===== config.mk =====
export PLATFORM = sky130hd
export DESIGN_NAME = tap_tempo_tracker
export DESIGN_NICKNAME = d
export VERILOG_FILES = /design/src/rtl/ttt_pkg.sv /design/src/rtl/tap_tempo_tracker.sv /design/src/rtl/ttt_div.sv
export SDC_FILE = /design/constraint.sdc
export NUM_CORES = 1
export LEC_CHECK = 0
export CAP_MARGIN = 20
export CORE_MARGIN = 8
export CORE_UTILIZATION = 40
export CTS_CLUSTER_DIAMETER = 120
export CTS_CLUSTER_SIZE = 14
export DETAILED_ROUTE_END_ITERATION = 8
export DONT_BUFFER_PORTS = 1
export PLACE_DENSITY_LB_ADDON = 0.3
export SLEW_MARGIN = 20
export SYNTH_ARGS = -nofsm -noshare
export SYNTH_HDL_FRONTEND = slang
export SYNTH_SLANG_ARGS = --single-unit

===== constraint.sdc =====
create_clock -name clk_i -period 13.4 [get_ports clk_i]
set_clock_uncertainty 0.1 [all_clocks]
set_input_delay 2.01 -clock clk_i [delete_from_list [all_inputs] [get_ports clk_i]]
set_output_delay 2.01 -clock clk_i [all_outputs]
set_load 0.05 [all_outputs]

===== src/rtl/ttt_pkg.sv =====
// Package with the sizes, codes and state type of the tap tempo tracker.
`default_nettype none

package ttt_pkg;

  localparam int HISTORY_LEN = 8;
  localparam int AVG_SHIFT   = 6;

  localparam int TIME_W = 16;
  localparam int DEV_W  = 8;
  localparam int PTR_W  = (HISTORY_LEN > 1) ? $clog2(HISTORY_LEN) : 1;
  localparam int CNT_W  = $clog2(HISTORY_LEN + 1);
  localparam int SUM_W  = TIME_W + $clog2(HISTORY_LEN) + 1;
  localparam int DIVS_W = TIME_W - AVG_SHIFT;
  localparam int DCNT_W = $clog2(SUM_W);

  localparam int ADDR_W = 3;
  localparam int DATA_W = 32;

  localparam logic [DEV_W-1:0] DEV_MAX = {DEV_W{1'b1}};

  typedef enum logic {
    REG_MAX_STEP  = 1'b0,
    REG_DEV_LIMIT = 1'b1
  } reg_idx_e;

  typedef enum logic [2:0] {
    S_IDLE,
    S_LAST,
    S_DEV,
    S_EVICT,
    S_AVG,
    S_OUT
  } state_e;

endpackage

`default_nettype wire


===== src/rtl/tap_tempo_tracker.sv =====
// Top level of the tap tempo tracker: interval ring, control sequencer and register port.
//
//   port group  | direction | beat
//   tap in      | in        | tap_time_i under in_valid_i / in_ready_o
//   result out  | out       | reset_event_o, average_interval_o, stored_count_o,
//               |           | deviation_value_o under out_valid_o / out_ready_i
//   registers   | in/out    | APB writes and reads of max_step_length, deviation_limit
//
// A tap that joins an active cycle passes twice through the one-bit-per-cycle divider, for its
// deviation and then for the new average; one that stores the first interval or restarts an
// active cycle passes through it once, and one that comes when no cycle is active not at all.
// The interval ring is a one-port synchronous memory, read in the cycle before its use.
// Reset clears all control state; the ring holds no valid data until written.
// A new tap is taken while the previous result still waits in the output register; its own
// result then holds the sequencer until that beat has left.
`default_nettype none

module tap_tempo_tracker (
  input  logic                          clk_i,
  input  logic                          rst_ni,
  input  logic                          in_valid_i,
  output logic                          in_ready_o,
  input  logic [ttt_pkg::TIME_W-1:0]    tap_time_i,
  output logic                          out_valid_o,
  input  logic                          out_ready_i,
  output logic                          reset_event_o,
  output logic [ttt_pkg::TIME_W-1:0]    average_interval_o,
  output logic [ttt_pkg::CNT_W-1:0]     stored_count_o,
  output logic [ttt_pkg::DEV_W-1:0]     deviation_value_o,
  input  logic                          psel,
  input  logic                          penable,
  input  logic                          pwrite,
  input  logic [ttt_pkg::ADDR_W-1:0]    paddr,
  input  logic [ttt_pkg::DATA_W-1:0]    pwdata,
  output logic [ttt_pkg::DATA_W-1:0]    prdata,
  output logic                          pready
);
  import ttt_pkg::*;

  state_e            state_q, state_d;
  logic [TIME_W-1:0] prev_q, prev_d;
  logic [TIME_W-1:0] diff_q, diff_d;
  logic [PTR_W-1:0]  head_q, head_d;
  logic [CNT_W-1:0]  fill_q, fill_d;
  logic [SUM_W-1:0]  sum_q, sum_d;
  logic [TIME_W-1:0] avg_q, avg_d;
  logic              await_q, await_d;
  logic              rev_q, rev_d;
  logic [DEV_W-1:0]  dev_q, dev_d;
  logic [TIME_W-1:0] max_step_q;
  logic [DEV_W-1:0]  dev_limit_q;

  logic              ov_q, ov_d;
  logic              o_rev_q, o_rev_d;
  logic [TIME_W-1:0] o_avg_q, o_avg_d;
  logic [CNT_W-1:0]  o_cnt_q, o_cnt_d;
  logic [DEV_W-1:0]  o_dev_q, o_dev_d;

  logic [TIME_W-1:0] ring_mem [HISTORY_LEN];
  logic [TIME_W-1:0] mem_rdata_q;
  logic              mem_re, mem_we;
  logic [PTR_W-1:0]  mem_raddr;
  logic [PTR_W-1:0]  head_nxt;

  logic              div_start, div_busy, div_done;
  logic [SUM_W-1:0]  div_dividend, div_quotient;
  logic [DIVS_W-1:0] div_divisor;

  logic [TIME_W-1:0] absdiff;
  logic [DIVS_W-1:0] avg_scaled;
  logic [DEV_W-1:0]  dev_sat;
  logic [TIME_W-1:0] evict;
  logic              cfg_wr;

  assign head_nxt   = (head_q == PTR_W'(HISTORY_LEN - 1)) ? '0 : head_q + 1'b1;
  assign absdiff    = (diff_q >= mem_rdata_q) ? diff_q - mem_rdata_q : mem_rdata_q - diff_q;
  assign avg_scaled = DIVS_W'(avg_q >> AVG_SHIFT);
  assign dev_sat    = (div_quotient > SUM_W'(DEV_MAX)) ? DEV_MAX : DEV_W'(div_quotient);
  assign evict      = (fill_q == CNT_W'(HISTORY_LEN)) ? mem_rdata_q : '0;

  always_comb begin
    state_d      = state_q;
    prev_d       = prev_q;
    diff_d       = diff_q;
    head_d       = head_q;
    fill_d       = fill_q;
    sum_d        = sum_q;
    avg_d        = avg_q;
    await_d      = await_q;
    rev_d        = rev_q;
    dev_d        = dev_q;
    ov_d         = ov_q && !out_ready_i;
    o_rev_d      = o_rev_q;
    o_avg_d      = o_avg_q;
    o_cnt_d      = o_cnt_q;
    o_dev_d      = o_dev_q;
    mem_re       = 1'b0;
    mem_we       = 1'b0;
    mem_raddr    = head_q;
    div_start    = 1'b0;
    div_dividend = SUM_W'(absdiff);
    div_divisor  = (avg_scaled == '0) ? DIVS_W'(1) : avg_scaled;
    in_ready_o   = 1'b0;
    unique case (state_q)
      S_IDLE: begin
        in_ready_o = 1'b1;
        if (in_valid_i) begin
          diff_d  = tap_time_i - prev_q;
          prev_d  = tap_time_i;
          rev_d   = 1'b0;
          dev_d   = '0;
          mem_re  = 1'b1;
          state_d = S_LAST;
        end
      end
      S_LAST: begin
        if (fill_q != '0) begin
          div_start = 1'b1;
          state_d   = S_DEV;
        end else if (!await_q && diff_q < max_step_q) begin
          mem_re    = 1'b1;
          mem_raddr = head_nxt;
          state_d   = S_EVICT;
        end else begin
          await_d = 1'b0;
          rev_d   = 1'b1;
          state_d = S_OUT;
        end
      end
      S_DEV: begin
        if (div_done) begin
          dev_d = dev_sat;
          if (dev_sat < dev_limit_q) begin
            mem_re    = 1'b1;
            mem_raddr = head_nxt;
            state_d   = S_EVICT;
          end else begin
            fill_d  = '0;
            sum_d   = '0;
            avg_d   = '0;
            rev_d   = 1'b1;
            state_d = S_OUT;
          end
        end
      end
      S_EVICT: begin
        mem_we       = 1'b1;
        head_d       = head_nxt;
        fill_d       = (fill_q == CNT_W'(HISTORY_LEN)) ? fill_q : fill_q + 1'b1;
        sum_d        = sum_q + SUM_W'(diff_q) - SUM_W'(evict);
        div_start    = 1'b1;
        div_dividend = sum_d + SUM_W'(fill_d >> 1);
        div_divisor  = DIVS_W'(fill_d);
        state_d      = S_AVG;
      end
      S_AVG: begin
        if (div_done) begin
          avg_d   = TIME_W'(div_quotient);
          state_d = S_OUT;
        end
      end
      S_OUT: begin
        if (!ov_q || out_ready_i) begin
          ov_d    = 1'b1;
          o_rev_d = rev_q;
          o_avg_d = avg_q;
          o_cnt_d = fill_q;
          o_dev_d = dev_q;
          state_d = S_IDLE;
        end
      end
      default: state_d = S_IDLE;
    endcase
  end

  always_ff @(posedge clk_i or negedge rst_ni) begin
    if (!rst_ni) begin
      state_q <= S_IDLE;
      prev_q  <= '0;
      head_q  <= '0;
      fill_q  <= '0;
      sum_q   <= '0;
      avg_q   <= '0;
      await_q <= 1'b1;
      ov_q    <= 1'b0;
    end else begin
      state_q <= state_d;
      prev_q  <= prev_d;
      head_q  <= head_d;
      fill_q  <= fill_d;
      sum_q   <= sum_d;
      avg_q   <= avg_d;
      await_q <= await_d;
      ov_q    <= ov_d;
    end
  end

  always_ff @(posedge clk_i) begin
    diff_q  <= diff_d;
    rev_q   <= rev_d;
    dev_q   <= dev_d;
    o_rev_q <= o_rev_d;
    o_avg_q <= o_avg_d;
    o_cnt_q <= o_cnt_d;
    o_dev_q <= o_dev_d;
  end

  always_ff @(posedge clk_i) begin
    if (mem_we) begin
      ring_mem[head_nxt] <= diff_q;
    end
    if (mem_re) begin
      mem_rdata_q <= ring_mem[mem_raddr];
    end
  end

  ttt_div u_div (
    .clk_i      (clk_i),
    .rst_ni     (rst_ni),
    .start_i    (div_start),
    .dividend_i (div_dividend),
    .divisor_i  (div_divisor),
    .busy_o     (div_busy),
    .done_o     (div_done),
    .quotient_o (div_quotient)
  );

  assign cfg_wr = psel && penable && pwrite;

  always_ff @(posedge clk_i or negedge rst_ni) begin
    if (!rst_ni) begin
      max_step_q  <= '0;
      dev_limit_q <= '0;
    end else if (cfg_wr) begin
      unique case (reg_idx_e'(paddr[2]))
        REG_MAX_STEP:  max_step_q  <= pwdata[TIME_W-1:0];
        REG_DEV_LIMIT: dev_limit_q <= pwdata[DEV_W-1:0];
        default: ;
      endcase
    end
  end

  always_comb begin
    unique case (reg_idx_e'(paddr[2]))
      REG_MAX_STEP:  prdata = DATA_W'(max_step_q);
      REG_DEV_LIMIT: prdata = DATA_W'(dev_limit_q);
      default:       prdata = '0;
    endcase
  end

  assign pready             = 1'b1;
  assign out_valid_o        = ov_q;
  assign reset_event_o      = o_rev_q;
  assign average_interval_o = o_avg_q;
  assign stored_count_o     = o_cnt_q;
  assign deviation_value_o  = o_dev_q;

  a_count_bound: assert property (@(posedge clk_i) disable iff (!rst_ni)
    fill_q <= CNT_W'(HISTORY_LEN))
    else $error("history count exceeds the ring depth");
  a_empty_no_avg: assert property (@(posedge clk_i) disable iff (!rst_ni)
    fill_q == '0 |-> avg_q == '0 && sum_q == '0)
    else $error("empty history with a nonzero sum or average");
  a_restart_empty: assert property (@(posedge clk_i) disable iff (!rst_ni)
    out_valid_o && reset_event_o |-> stored_count_o == '0 && average_interval_o == '0)
    else $error("restart beat reports a nonempty history");
  a_div_idle_wait: assert property (@(posedge clk_i) disable iff (!rst_ni)
    (state_q == S_IDLE || state_q == S_OUT) |-> !div_busy)
    else $error("divider busy outside a division step");

endmodule

`default_nettype wire


===== src/rtl/ttt_div.sv =====
// Restoring divider that produces one quotient bit per cycle.
`default_nettype none

module ttt_div (
  input  logic                        clk_i,
  input  logic                        rst_ni,
  input  logic                        start_i,
  input  logic [ttt_pkg::SUM_W-1:0]   dividend_i,
  input  logic [ttt_pkg::DIVS_W-1:0]  divisor_i,
  output logic                        busy_o,
  output logic                        done_o,
  output logic [ttt_pkg::SUM_W-1:0]   quotient_o
);
  import ttt_pkg::*;

  logic [SUM_W-1:0]  quo_q, quo_d;
  logic [DIVS_W-1:0] rem_q, rem_d;
  logic [DIVS_W-1:0] dvs_q, dvs_d;
  logic [DCNT_W-1:0] cnt_q, cnt_d;
  logic              busy_q, busy_d;
  logic              done_q, done_d;
  logic [DIVS_W:0]   trial;
  logic              fits;

  always_comb begin
    trial  = {rem_q, quo_q[SUM_W-1]};
    fits   = (trial >= {1'b0, dvs_q});
    quo_d  = quo_q;
    rem_d  = rem_q;
    dvs_d  = dvs_q;
    cnt_d  = cnt_q;
    busy_d = busy_q;
    done_d = 1'b0;
    if (start_i) begin
      quo_d  = dividend_i;
      rem_d  = '0;
      dvs_d  = divisor_i;
      cnt_d  = DCNT_W'(SUM_W - 1);
      busy_d = 1'b1;
    end else if (busy_q) begin
      quo_d = {quo_q[SUM_W-2:0], fits};
      rem_d = fits ? DIVS_W'(trial - {1'b0, dvs_q}) : DIVS_W'(trial);
      if (cnt_q == '0) begin
        busy_d = 1'b0;
        done_d = 1'b1;
      end else begin
        cnt_d = cnt_q - 1'b1;
      end
    end
  end

  always_ff @(posedge clk_i or negedge rst_ni) begin
    if (!rst_ni) begin
      busy_q <= 1'b0;
      done_q <= 1'b0;
      cnt_q  <= '0;
    end else begin
      busy_q <= busy_d;
      done_q <= done_d;
      cnt_q  <= cnt_d;
    end
  end

  always_ff @(posedge clk_i) begin
    quo_q <= quo_d;
    rem_q <= rem_d;
    dvs_q <= dvs_d;
  end

  assign busy_o     = busy_q;
  assign done_o     = done_q;
  assign quotient_o = quo_q;

  a_no_restart: assert property (@(posedge clk_i) disable iff (!rst_ni)
    start_i |-> !busy_q)
    else $error("divider started while busy");
  a_done_after_busy: assert property (@(posedge clk_i) disable iff (!rst_ni)
    done_q |-> $past(busy_q) && !busy_q)
    else $error("divider done without a finished run");
  a_no_zero_div: assert property (@(posedge clk_i) disable iff (!rst_ni)
    start_i |-> divisor_i != '0)
    else $error("divider started with a zero divisor");

endmodule

`default_nettype wire


After elaboration in Yosys (flattened, before gate mapping)
Memories as Yosys holds them, arrays and structs flattened. A register that Yosys moved wholly into a read port is not among the register bits.
Index checks and enable logic that the tools add are counted.
{ "word_totals": {"ramBits": 128, "inputBits": 58, "memories": 1, "regBits": 189, "wordCells": 154} }
{ "op_classes": {"add_sub_neg": 10, "n_lt_le_gt_ge": 5, "n_bitwise": 3, "n_reduce_logical": 29, "n_eq_ne": 15, "n_mux": 67} }
{ "mem_list": {"columns": ["memory", "words", "width", "rd", "rd_clocked_by_memory_dff", "wr", "line_no", "rtl"], "rows": [
  ["ring_mem", 8, 16, 1, 1, 1, "tap_tempo_tracker.sv:59", "logic [TIME_W-1:0] ring_mem [HISTORY_LEN];"]
]} }
{ "ops": {"columns": ["op", "n"], "rows": [
  ["$mux 20", 5],
  ["$mux 16", 5],
  ["$pmux 32 s2", 1],
  ["$sub 16x16->16", 3],
  ["$pmux 20 s2", 1],
  ["$mux 3", 12],
  ["$pmux 16 s2", 1],
  ["$mux 8", 3],
  ["$mux 1", 23],
  ["$add 20x16->20", 1],
  ["$add 20x3->20", 1],
  ["$gt 20x8->1 const B", 1],
  ["$mux 4", 5],
  ["$sub 20x16->20", 1],
  ["$pmux 3 s6", 1],
  ["$ge 16x16->1", 1],
  ["$lt 16x16->1", 1],
  ["$pmux 8 s2", 1],
  ["$mux 5", 3],
  ["$ne 2x2->1 const B", 6],
  ["$ge 11x10->1", 1],
  ["$logic_not 10->1", 1],
  ["$mux 10", 1],
  ["$reduce_and 2->1", 5],
  ["27 further kinds", 45]
]} }

Depth between registers and ports, before layout
Gate-level depths: netlist (run 1).
{ "logic_depth": {"word_depth": 6, "ltp_mapped": 20, "depth_no_buf": 19} }

Cells and area by module
From an unflattened synthesis (run 1), not the netlist that was laid out.
{ "hier_totals": {"hier_cells": 1774, "hier_area_um2": 19039.5} }
{ "by_module_without_submodules": {"columns": ["mod", "n_inst", "area_per_inst_um2", "cells_each"], "rows": [
  ["tap_tempo_tracker", 1, 16422.0, 1543],
  ["ttt_div", 1, 2617.5, 231]
]} }

Worst setup path before layout (run 1)
Ideal clock, no wire load.
{ "synth_timing": {"path_kind": "input -> output", "startpoint": "input port paddr[2] (netlist bit)", "endpoint": "output port prdata[6] (netlist bit)", "t_arrival_ns": 3.456, "setup_slack_ns": 7.834, "cell_stages": 3, "n_path_buf": 2, "cell_sequence": "clkbuf_1 -> clkbuf_1 -> o21ai_0"} }
{ "synth_via": {"elab_chain_cells": 2} }
{ "synth_rtl": {"columns": ["element", "line_no", "rtl"], "rows": [
  ["start, declared", "tap_tempo_tracker.sv:33", "input logic [ttt_pkg::ADDR_W-1:0] paddr,"],
  ["$not 1->1 (no source line)", null, null],
  ["$pmux 32 s2 (*)", "tap_tempo_tracker.sv:244", "unique case (reg_idx_e'(paddr[2]))"],
  ["end, declared", "tap_tempo_tracker.sv:35", "output logic [ttt_pkg::DATA_W-1:0] prdata,"]
]} }
Mark *: on every way between the ends. The rest lies on a longest branch, timed or not. The select of a mux whose other input is x is not followed.

Final worst setup path (run 1)
{ "layout_timing": {"startpoint": "register fill_q[0]", "endpoint": "register u_div.quo_q[19] (netlist: u_div.quotient_o[19]), data pin"} }
{ "layout_via": {"elab_chain_cells": 6, "word_cells_on_any_way": 11, "classes_between": "add/sub: 3; eq/ne: 1; mux: 6; reduce/logical: 1"} }
{ "layout_rtl": {"columns": ["element", "line_no", "rtl"], "rows": [
  ["start, declared", "tap_tempo_tracker.sv:44", "logic [CNT_W-1:0] fill_q, fill_d;"],
  ["start signal, assigned", "tap_tempo_tracker.sv:190", "fill_q <= fill_d;"],
  ["$eq 4x4->1", "tap_tempo_tracker.sv:79, tap_tempo_tracker.sv:149", null],
  ["$mux 16", "tap_tempo_tracker.sv:79", "assign evict = (fill_q == CNT_W'(HISTORY_LEN)) ? mem_rdata_q : '0;"],
  ["$sub 20x16->20", "tap_tempo_tracker.sv:150", "sum_d = sum_q + SUM_W'(diff_q) - SUM_W'(evict);"],
  ["$add 20x3->20", "tap_tempo_tracker.sv:152", "div_dividend = sum_d + SUM_W'(fill_d >> 1);"],
  ["$mux 20", "tap_tempo_tracker.sv:104", "unique case (state_q)"],
  ["$mux 20 (*)", "ttt_div.sv:34", "if (start_i) begin"],
  ["via u_div.quo_d[19]", "ttt_div.sv:16", "logic [SUM_W-1:0] quo_q, quo_d;"],
  ["end signal, assigned", "ttt_div.sv:65", "quo_q <= quo_d;"],
  ["end, declared", "ttt_div.sv:16", null]
]} }
The timed path passes the listed nets; every way through them passes the cells marked *.
A chain may end at the register's enable or synchronous reset.

==> results of run 1 <==
worst max path at each step:
stage | slack, ns | to | cells past startpoint | from
detailed placement | 7.81 | u_div.quotient_o[19] | 17 | fill_q[0]
floorplan | 7.83 | prdata[6] | 3 | paddr[2]
global placement | 7.88 | u_div.quotient_o[19] | 17 | fill_q[0]
CTS | 7.78 | u_div.quotient_o[19] | 17 | fill_q[0]
finish | 7.84 | u_div.quotient_o[19] | 17 | fill_q[0]
global route | 7.33 | u_div.quotient_o[19] | 17 | fill_q[0]
report_power, final:
| group | switching, W | total (W) | internal, W |
|---|---|---|---|
| combinational | 0.00161 | 0.00268 | 0.00107 |
| clock | 0.000361 | 0.000742 | 0.000381 |
| sequential | 0.000328 | 0.00179 | 0.00146 |
layout make-up:
cell class | instances | share of cell area
sequential | 333 | 0.4778
inverter | 165 | 0.03139
tap | 600 | 0.03805
clock inverter | 2 | 0.001268
multi-input combinational | 1122 | 0.4058
timing repair buffer | 20 | 0.007611
clock buffer | 47 | 0.03805
sequential cells by signal, summed over array words and instances, names as in the netlist, 3 cells and up:
| signal | cells |
|---|---|
| average_interval_o | 16 |
| avg_q | 16 |
| dev_limit_q | 8 |
| dev_q | 8 |
| deviation_value_o | 8 |
| diff_q | 16 |
| fill_q | 4 |
| head_q | 3 |
| max_step_q | 16 |
| mem_rdata_q | 16 |
| prev_q | 16 |
| ring_mem | 128 |
| state_q | 3 |
| stored_count_o | 4 |
| sum_q | 20 |
| u_div.cnt_q | 5 |
| u_div.dvs_q | 10 |
| u_div.quotient_o | 20 |
| u_div.rem_q | 10 |
logic make-up after synthesis:
| group | share of synthesized area |
|---|---|
| AO/OA/AOI/OAI | 0.1291 |
| multiplexers | 0.04768 |
| buffers and inverters | 0.05411 |
| other | 0.0004106 |
| flip-flops | 0.5153 |
| AND/OR/NAND/NOR | 0.1266 |
| adder cells (fa/ha/maj) | 0.09618 |
| XOR/XNOR | 0.03065 |
per-layer routing:
metal	share of wire	vias to the layer above
met5	0	-
li1	-	5947
met3	0.041	46
met1	0.45	5992
met4	0.016	0
met2	0.49	238
metrics by stage:
stage,cells,power [W]
floorplan,1695,0.003805
global route,2289,0.005619
detailed placement,2240,0.004482
global placement,2240,0.004421
finish,2289,0.005219
CTS,2289,0.005241
cells in the final DEF, fill, tap and decap left out, types with 9 or more instances in the layout:
cell type / synthesis / routed
buf_4: 17 / 20
and2_1: 36 / 36
o21ai_1: 2 / 9
a21oi_1: 68 / 68
or2_2: 9 / 9
nand3_1: 24 / 24
nor2b_1: 20 / 19
ha_1: 107 / 107
clkbuf_16: 0 / 27
a211oi_1: 31 / 31
clkbuf_1: 48 / 20
conb_1: 2 / 17
xnor2_1: 41 / 41
edfxtp_1: 228 / 228
mux2i_1: 53 / 52
mux2_2: 29 / 29
nor3_1: 28 / 24
o211ai_1: 9 / 9
dfrtp_1: 94 / 94
inv_1: 164 / 164
and3_1: 23 / 23
dfxtp_1: 10 / 10
a32o_1: 15 / 15
a22o_1: 33 / 33
a21o_1: 21 / 21
nand2b_1: 16 / 16
fa_1: 21 / 21
o21ai_0: 76 / 69
nand4_1: 16 / 16
nor2_1: 92 / 91
xor2_1: 23 / 23
nand2_1: 189 / 189
worst max-delay path: stages, from the launching register on:
cell	delay, ns
dfrtp_1	0.44
inv_1	0.13
ha_1	0.19
and3b_1	0.63
and2_1	0.24
fa_1	0.46
inv_1	0.08
ha_1	0.23
a21oi_1	0.21
o22ai_1	0.20
o21a_1	0.26
o311ai_1	0.49
nand4_1	0.23
nor3b_1	0.51
and3_1	0.28
nor4b_1	0.35
xor2_1	0.18
o21ai_0	0.08
==> metrics.txt, run 1 <==
initial drt markers 962; area of the multi-input gates 8006 um2; CTS Sinks 333; Final Setup Violations 0; WP data required between 10 and 15 ns; WP data arrival roughly 5.8 ns; GRT Overall Usage 0.1518; dpl ws 7.807 ns; Sequential Area 9425 um2; HPWL after DPL 29610 um; commonest cells in the netlist edfxtp_1, nand2_1, inv_1; number of synthesized flops with an enable pin 228; Clock Latency Late Sink 0.57 ns; top cells by area, synth edfxtp_1, dfrtp_1, ha_1; Placed Area 18950 um2; core area 45280 um2; grt met1 use 0.2040; share of post-route cells with drive strength above 1 0.06217; Synth async-reset ratio 0.2853; outcome finished clean; worst hold margin 0.3239 ns; hold path depth 0; worst setup margin 7.835 ns; routability cong. 0.8581; worst hold path startpoint dev_q[3]; Slew HR 0.2015; Die Y between 200 and 250 um; total negative slack 0 ns; Mapped Cells 1680; synthesized cell area 18290 um2; post-route cell area 19730 um2; CTS tree done; Hold EP deviation_value_o[3]; gr ovfl total 0; endpoints failing hold 0; io pins 122; die area 52820 um2; largest net degree at the start of global routing 96; Achievable Freq 0.1797 GHz; P_leak 8.108 nW; Diodes inserted 0; CP Class reg -> reg; Pwr Density 264.5 nW/um2; Worst VDD drop 134.8 uV; FP Rows 78; CP Capture Type flip-flop; max-cap violations 0; reg-to-reg critical path endpoint u_div.quotient_o[19]; Max Root-Sink Buffers 3; Wirelength per Cell 18.13 um; CTS HTree Levels 1; commonest register cell after synthesis edfxtp_1; vias per inst 5.340; DRC violations left 0; R2R depth 17; ANT nets after route 0; Initial Util 0.4039; Synth top area share 0.3743; most common cell in the netlist edfxtp_1; setup bufs post-CTS 0; reg2reg setup slack 7.84 ns; fillers between 4000 and 5000; register area share after synthesis 0.5153; DRT Pass-1 Iters 5; post-CTS sizing 0; cell taking the most area after synthesis edfxtp_1; syn avg cell area 10.89 um2; Tightest Hold Check Type reg -> reg; via count of the first global-routing pass 11843; Yosys reg bits 333; width of the die 229.8 um; RSZ-0062 raised after global routing no; met3 usage 0.02044; Core Util, Final 0.4356; Top Usage Layer GRT met2; startpoint types flip-flop; Root Driver clkbuf_16; Yosys cell types 78; max-slew violation count 0; via count 12223; fin nets 1855; Layout area overhead 7.860%; GR met2 Demand/Resource 0.2628; global-route wire length before repair 65470 um; Crit Path Max Fanout 20; Inserted Clock Buffers 27; YS warnings 0; Slew @ Worst Pin roughly 1.2 ns; initial antenna violation count 0; drt total wl between 40000 and 50000 um; fin crit period 5.565 ns; Reg clk slew, reported paths roughly 0.07 ns; r2r startpoint fill_q[0]; Port Buffer Count 0; period utilization 0.4153; Post-CTS Hold Buffers 0
(Power assumes the default switching activity.)
==> run 2, diff against run 1 <==
clock period = 4.87 ns   (was 13.4 ns; I/O delays follow)
==> metrics.txt, run 2 (synthesis results as in run 1) <==
Root Driver clkbuf_16; Wirelength per Cell between 15 and 20 um; post-route cell area approximately 20000 um2; via count roughly 13000; max-slew violation count 0; largest reg by FF count ring_mem; GRT Overall Usage 0.1648; global-route wire length before repair around 70000 um; max-cap violations 0; CP Capture Type flip-flop; commonest cells after routing, fill and taps aside edfxtp_1, nand2_1, inv_1; area of the multi-input gates 8034 um2; core area 45280 um2; initial antenna violation count 0; fin cells around 2400; Inserted Clock Buffers 27; Worst VDD drop 362.3 uV; fillers 4244; share of post-route cells with drive strength above 1 0.1095; width of the die 229.8 um; drt total wl 45130 um; largest net degree at the start of global routing 96; DRT Pass-1 Iters 6; HPWL after DPL 32920 um; total negative slack 0 ns; via count of the first global-routing pass 12550; Tightest Hold Check Type in -> reg; Sequential Area 9425 um2; RSZ-0062 raised after global routing no; initial drt markers between 900 and 1000; gr ovfl total 0; WP data required approximately 5.1 ns; commonest non-fill, non-tap cell in the layout edfxtp_1; startpoint types flip-flop; Port Buffer Count 0; Placed Cells about 2300; Crit Path Max Fanout 10; WP data arrival slightly below 5 ns; Achievable Freq 0.2176 GHz; Reg clk slew, reported paths 0.07 ns; Layout area overhead 11.94%; fin nets between 1500 and 2000; Pwr Density 749.9 nW/um2; Slew @ Worst Pin 1.039 ns; Initial Util 0.4039; DRC violations left 0; vias per inst around 5.3; Clock Latency Late Sink 0.58 ns; die area between 50000 and 60000 um2; Final Setup Violations 0; CP Class reg -> reg; Max Root-Sink Buffers 3; outcome finished clean; Placed Area a little under 20000 um2; Slew HR 0.3038; P_leak 8.546 nW; io pins 122; endpoints failing hold 0; setup bufs post-CTS 0; period utilization 0.9436; routability cong. 0.8885; Die Y 229.8 um; max reg flops 128; ANT nets after route 0; FP Rows 78; CTS Sinks 333; CTS HTree Levels 1; CTS tree done; fin crit period 4.595 ns
run 2: final cells by class:
cell class,instances,area share
Clock buffer,48,0.03685
Tap cell,600,0.03667
Sequential cell,333,0.4603
Timing Repair Buffer,102,0.04217
Inverter,165,0.03025
Antenna cell,1,0.0001222
Clock inverter,2,0.001222
Multi-Input combinational cell,1122,0.3924
run 2: where the power goes:
| group | internal [W] | total, W | switching, W |
|---|---|---|---|
| Clock | 0.00105 | 0.00204 | 0.000993 |
| Combinational | 0.00363 | 0.00849 | 0.00486 |
| Sequential | 0.00403 | 0.00482 | 0.000790 |
run 2: worst max-delay path, stage by stage (launching register included):
cell and delay (ns):
dfrtp_1 0.35, inv_1 0.06, ha_1 0.21, and3b_2 0.29
buf_4 0.19, and2_1 0.17, fa_1 0.47, inv_1 0.04
ha_1 0.32, o21a_1 0.13, or2_2 0.30, o21a_1 0.15
o311ai_1 0.35, nand4_1 0.22, nor3b_2 0.26, and3_1 0.27
nor4b_4 0.25, xor2_1 0.15, o21ai_0 0.08
run 2: timing repair:
item / in CTS / in global routing
hold buffers: 2 / 0
pin swaps: 0 / 1
hold endpoints to repair: 95 / 0
setup endpoints to repair: 1 / 16
resized for setup: 1 / 11
run 2: path summary, 6_finish.rpt:
path,start,to,slack [ns],cells after the start
setup / recovery,fill_q[0],u_div.quotient_o[19],0.27,18
hold / removal,tap_time_i[15],prev_q[15],0.18,2
setup reg to reg,fill_q[0],u_div.quotient_o[19],0.27,18
hold reg to reg,rev_q,reset_event_o,0.32,0
max in group asynchronous,rst_ni,prev_q[12],3.55,2
min in group asynchronous,rst_ni,sum_q[18],0.62,2
run 2: stage by stage:
stage,power [W],setup slack [ns],util,hold slack (ns)
6_report,0.01535,0.2745,0.4521,0.1755
5_1_grt,0.01650,0.01389,0.4521,0.1600
2_1_floorplan,0.01047,0.1479,-,0.3003
4_1_cts,0.01535,0.08987,0.4512,0.1506
3_3_place_gp,0.01308,0.08741,0.4329,0.3023
3_5_place_dp,0.01322,0.004789,0.4330,0.3080
run 2: per-layer routing:
| metal | part of all wire | vias to the layer above | track usage |
|---|---|---|---|
| met3 | 0.041 | 47 | 0.02068 |
| met4 | 0.015 | 0 | 0.03168 |
| met5 | 0 | - | 0 |
| li1 | - | 6103 | - |
| met2 | 0.49 | 258 | 0.2886 |
| met1 | 0.45 | 6260 | 0.2180 |
==> run 3, diff against run 2 <==
ABC_AREA = 1   (was default)
clock period = 4.6 ns   (was 4.87 ns; I/O delays follow)
==> metrics.txt, run 3 <==
fin crit period 4.459 ns; fin nets 2419; initial drt markers 1029; via count 14641; worst hold margin 0.1427 ns; HPWL after DPL between 30000 and 40000 um; Synth top area share 0.3541; worst path bufs/invs 5; die area 55630 um2; dpl ws -0.05330 ns; endpoints failing hold 0; fillers 4565; RSZ-0062 raised after global routing yes; Wirelength per Cell 17.61 um; Final Setup Violations 0; startpoint types flip-flop; number of synthesized flops with an enable pin 228; post-route cell area 21110 um2; CTS tree done; largest reg by FF count ring_mem; max-slew violation count 0; Slew @ Worst Pin around 1.1 ns; Placed Area 20170 um2; top cells by area, synth edfxtp_1, dfrtp_1, nand2_1; initial antenna violation count 0; CTS Sinks about 330; Port Buffer Count 0; width of the die 235.9 um; Sequential Area 9425 um2; commonest non-fill, non-tap cell in the layout nand2_1; max-cap violations 0; Yosys cell types 64; Core Util, Final 0.4421; Initial Util 0.4050; Crit Path Max Fanout 4; syn avg cell area 8.754 um2; DRT Pass-1 Iters 6; worst hold path startpoint tap_time_i[13]; Die Y 235.9 um; CP Capture Type flip-flop; io pins 122; YS warnings 0; Clock Latency Late Sink 0.58 ns; CP Class reg -> reg; WP data arrival 4.67 ns; Achievable Freq 0.2243 GHz; routability cong. 0.9084; Reg clk slew, reported paths 0.07 ns; DRC violations left 0; global-route wire length before repair ~80000 um; Yosys reg bits 333; register area share after synthesis 0.4874; ANT nets after route 0; GRT Overall Usage 0.1786; Layout area overhead 9.149%; WP data required 4.81 ns; area of the multi-input gates 7996 um2; CP top delay family simple AND/OR/NAND/NOR gates; Critical Path Source fill_q[1]; outcome finished clean; core area 47750 um2; gr ovfl total 0; worst setup margin 0.1413 ns; synthesized cell area about 19000 um2; Diodes inserted 0; period utilization 0.9693; vias per inst 5.103; Root Driver clkbuf_16; commonest cells after routing, fill and taps aside nand2_1, inv_1, edfxtp_1; Inserted Clock Buffers 27; Synth async-reset ratio 0.2853; drt total wl approximately 51000 um; via count of the first global-routing pass 14591; Mapped Cells around 2200; Tightest Hold Check Type in -> reg; crit path max-delay cell type fa_2; max incr delay on CP 0.41 ns; commonest cells in the netlist nand2_1, inv_1, edfxtp_1; r2r startpoint fill_q[1]; max reg flops roughly 130; cell taking the most area after synthesis edfxtp_1; Max Root-Sink Buffers 3; FP Rows 80; share of post-route cells with drive strength above 1 0.07054; CTS HTree Levels 1; commonest register cell after synthesis edfxtp_1; most common cell in the netlist nand2_1; largest net degree at the start of global routing 96; Slew HR 0.2893
-- run 3: changes by cell type after synthesis, moves of 32 or more --
| cell | delta |
|---|---|
| o21ai_0 | +54 |
| nor2_1 | +32 |
| and2_1 | -36 |
| mux2i_1 | -53 |
| a21oi_1 | +41 |
| nand3_1 | +154 |
| inv_1 | +264 |
| xnor2_1 | -32 |
| nand2_1 | +252 |
| a22o_1 | -33 |
-- run 3: metal layers --
| layer | track usage | vias up | routed length, um |
|---|---|---|---|
| li1 | - | 7250 | - |
| met1 | 0.2377 | 6976 | 22660 |
| met2 | 0.3013 | 355 | 23850 |
| met3 | 0.02891 | 60 | 2891 |
| met4 | 0.04465 | 0 | 1118 |
| met5 | 0 | - | 0 |
-- run 3: path summary, 6_finish.rpt --
path,to,slack [ns],depth (start not counted)
setup / recovery,u_div.quotient_o[19],0.14,26
hold / removal,prev_q[13],0.14,2
setup reg to reg,u_div.quotient_o[19],0.14,26
hold reg to reg,deviation_value_o[1],0.32,0
max in group asynchronous,u_div.cnt_q[4],3.36,2
min in group asynchronous,dev_limit_q[0],0.60,2
-- run 3: cells by family (layout without fill, tap and decap cells) --
logic type,Yosys count,count (layout),synth area share
other,2,17,0.0003884
XOR/XNOR,52,52,0.02511
buffers and inverters,520,550,0.1076
AND/OR/NAND/NOR,816,816,0.1833
AO/OA/AOI/OAI,358,358,0.1052
flip-flops,333,333,0.4874
adder cells (fa/ha/maj),128,128,0.09097
-- run 3: cell type report --
class                      instances  area share
sequential                       333      0.4466
multi-input combinational       1371      0.3789
inverter                         439     0.07825
tap                              615     0.03646
clock buffer                      48     0.03575
timing repair buffer              61     0.02353
clock inverter                     2   0.0005928
-- run 3: repair_timing --
item / 4_1_cts / 5_1_grt
buffers inserted: 1 / 7
hold buffers: 2 / 0
hold endpoints to repair: 95 / 0
setup endpoints to repair: 2 / 9
pin swaps: 0 / 16
gates resized for setup: 2 / 20
-- run 3: stage by stage --
| stage | setup TNS [ns] | std cells |
|---|---|---|
| after global placement | 0 | 2809 |
| after global routing | -0.03527 | 2869 |
| final | 0 | 2869 |
| after CTS | 0 | 2862 |
| after floorplan | 0 | 2224 |
| after detailed placement | -0.07144 | 2809 |
Power of run 3 is left out: the tool's default activity adds up to more than one toggle a clock period on the data nets, which glitch-free logic cannot reach.
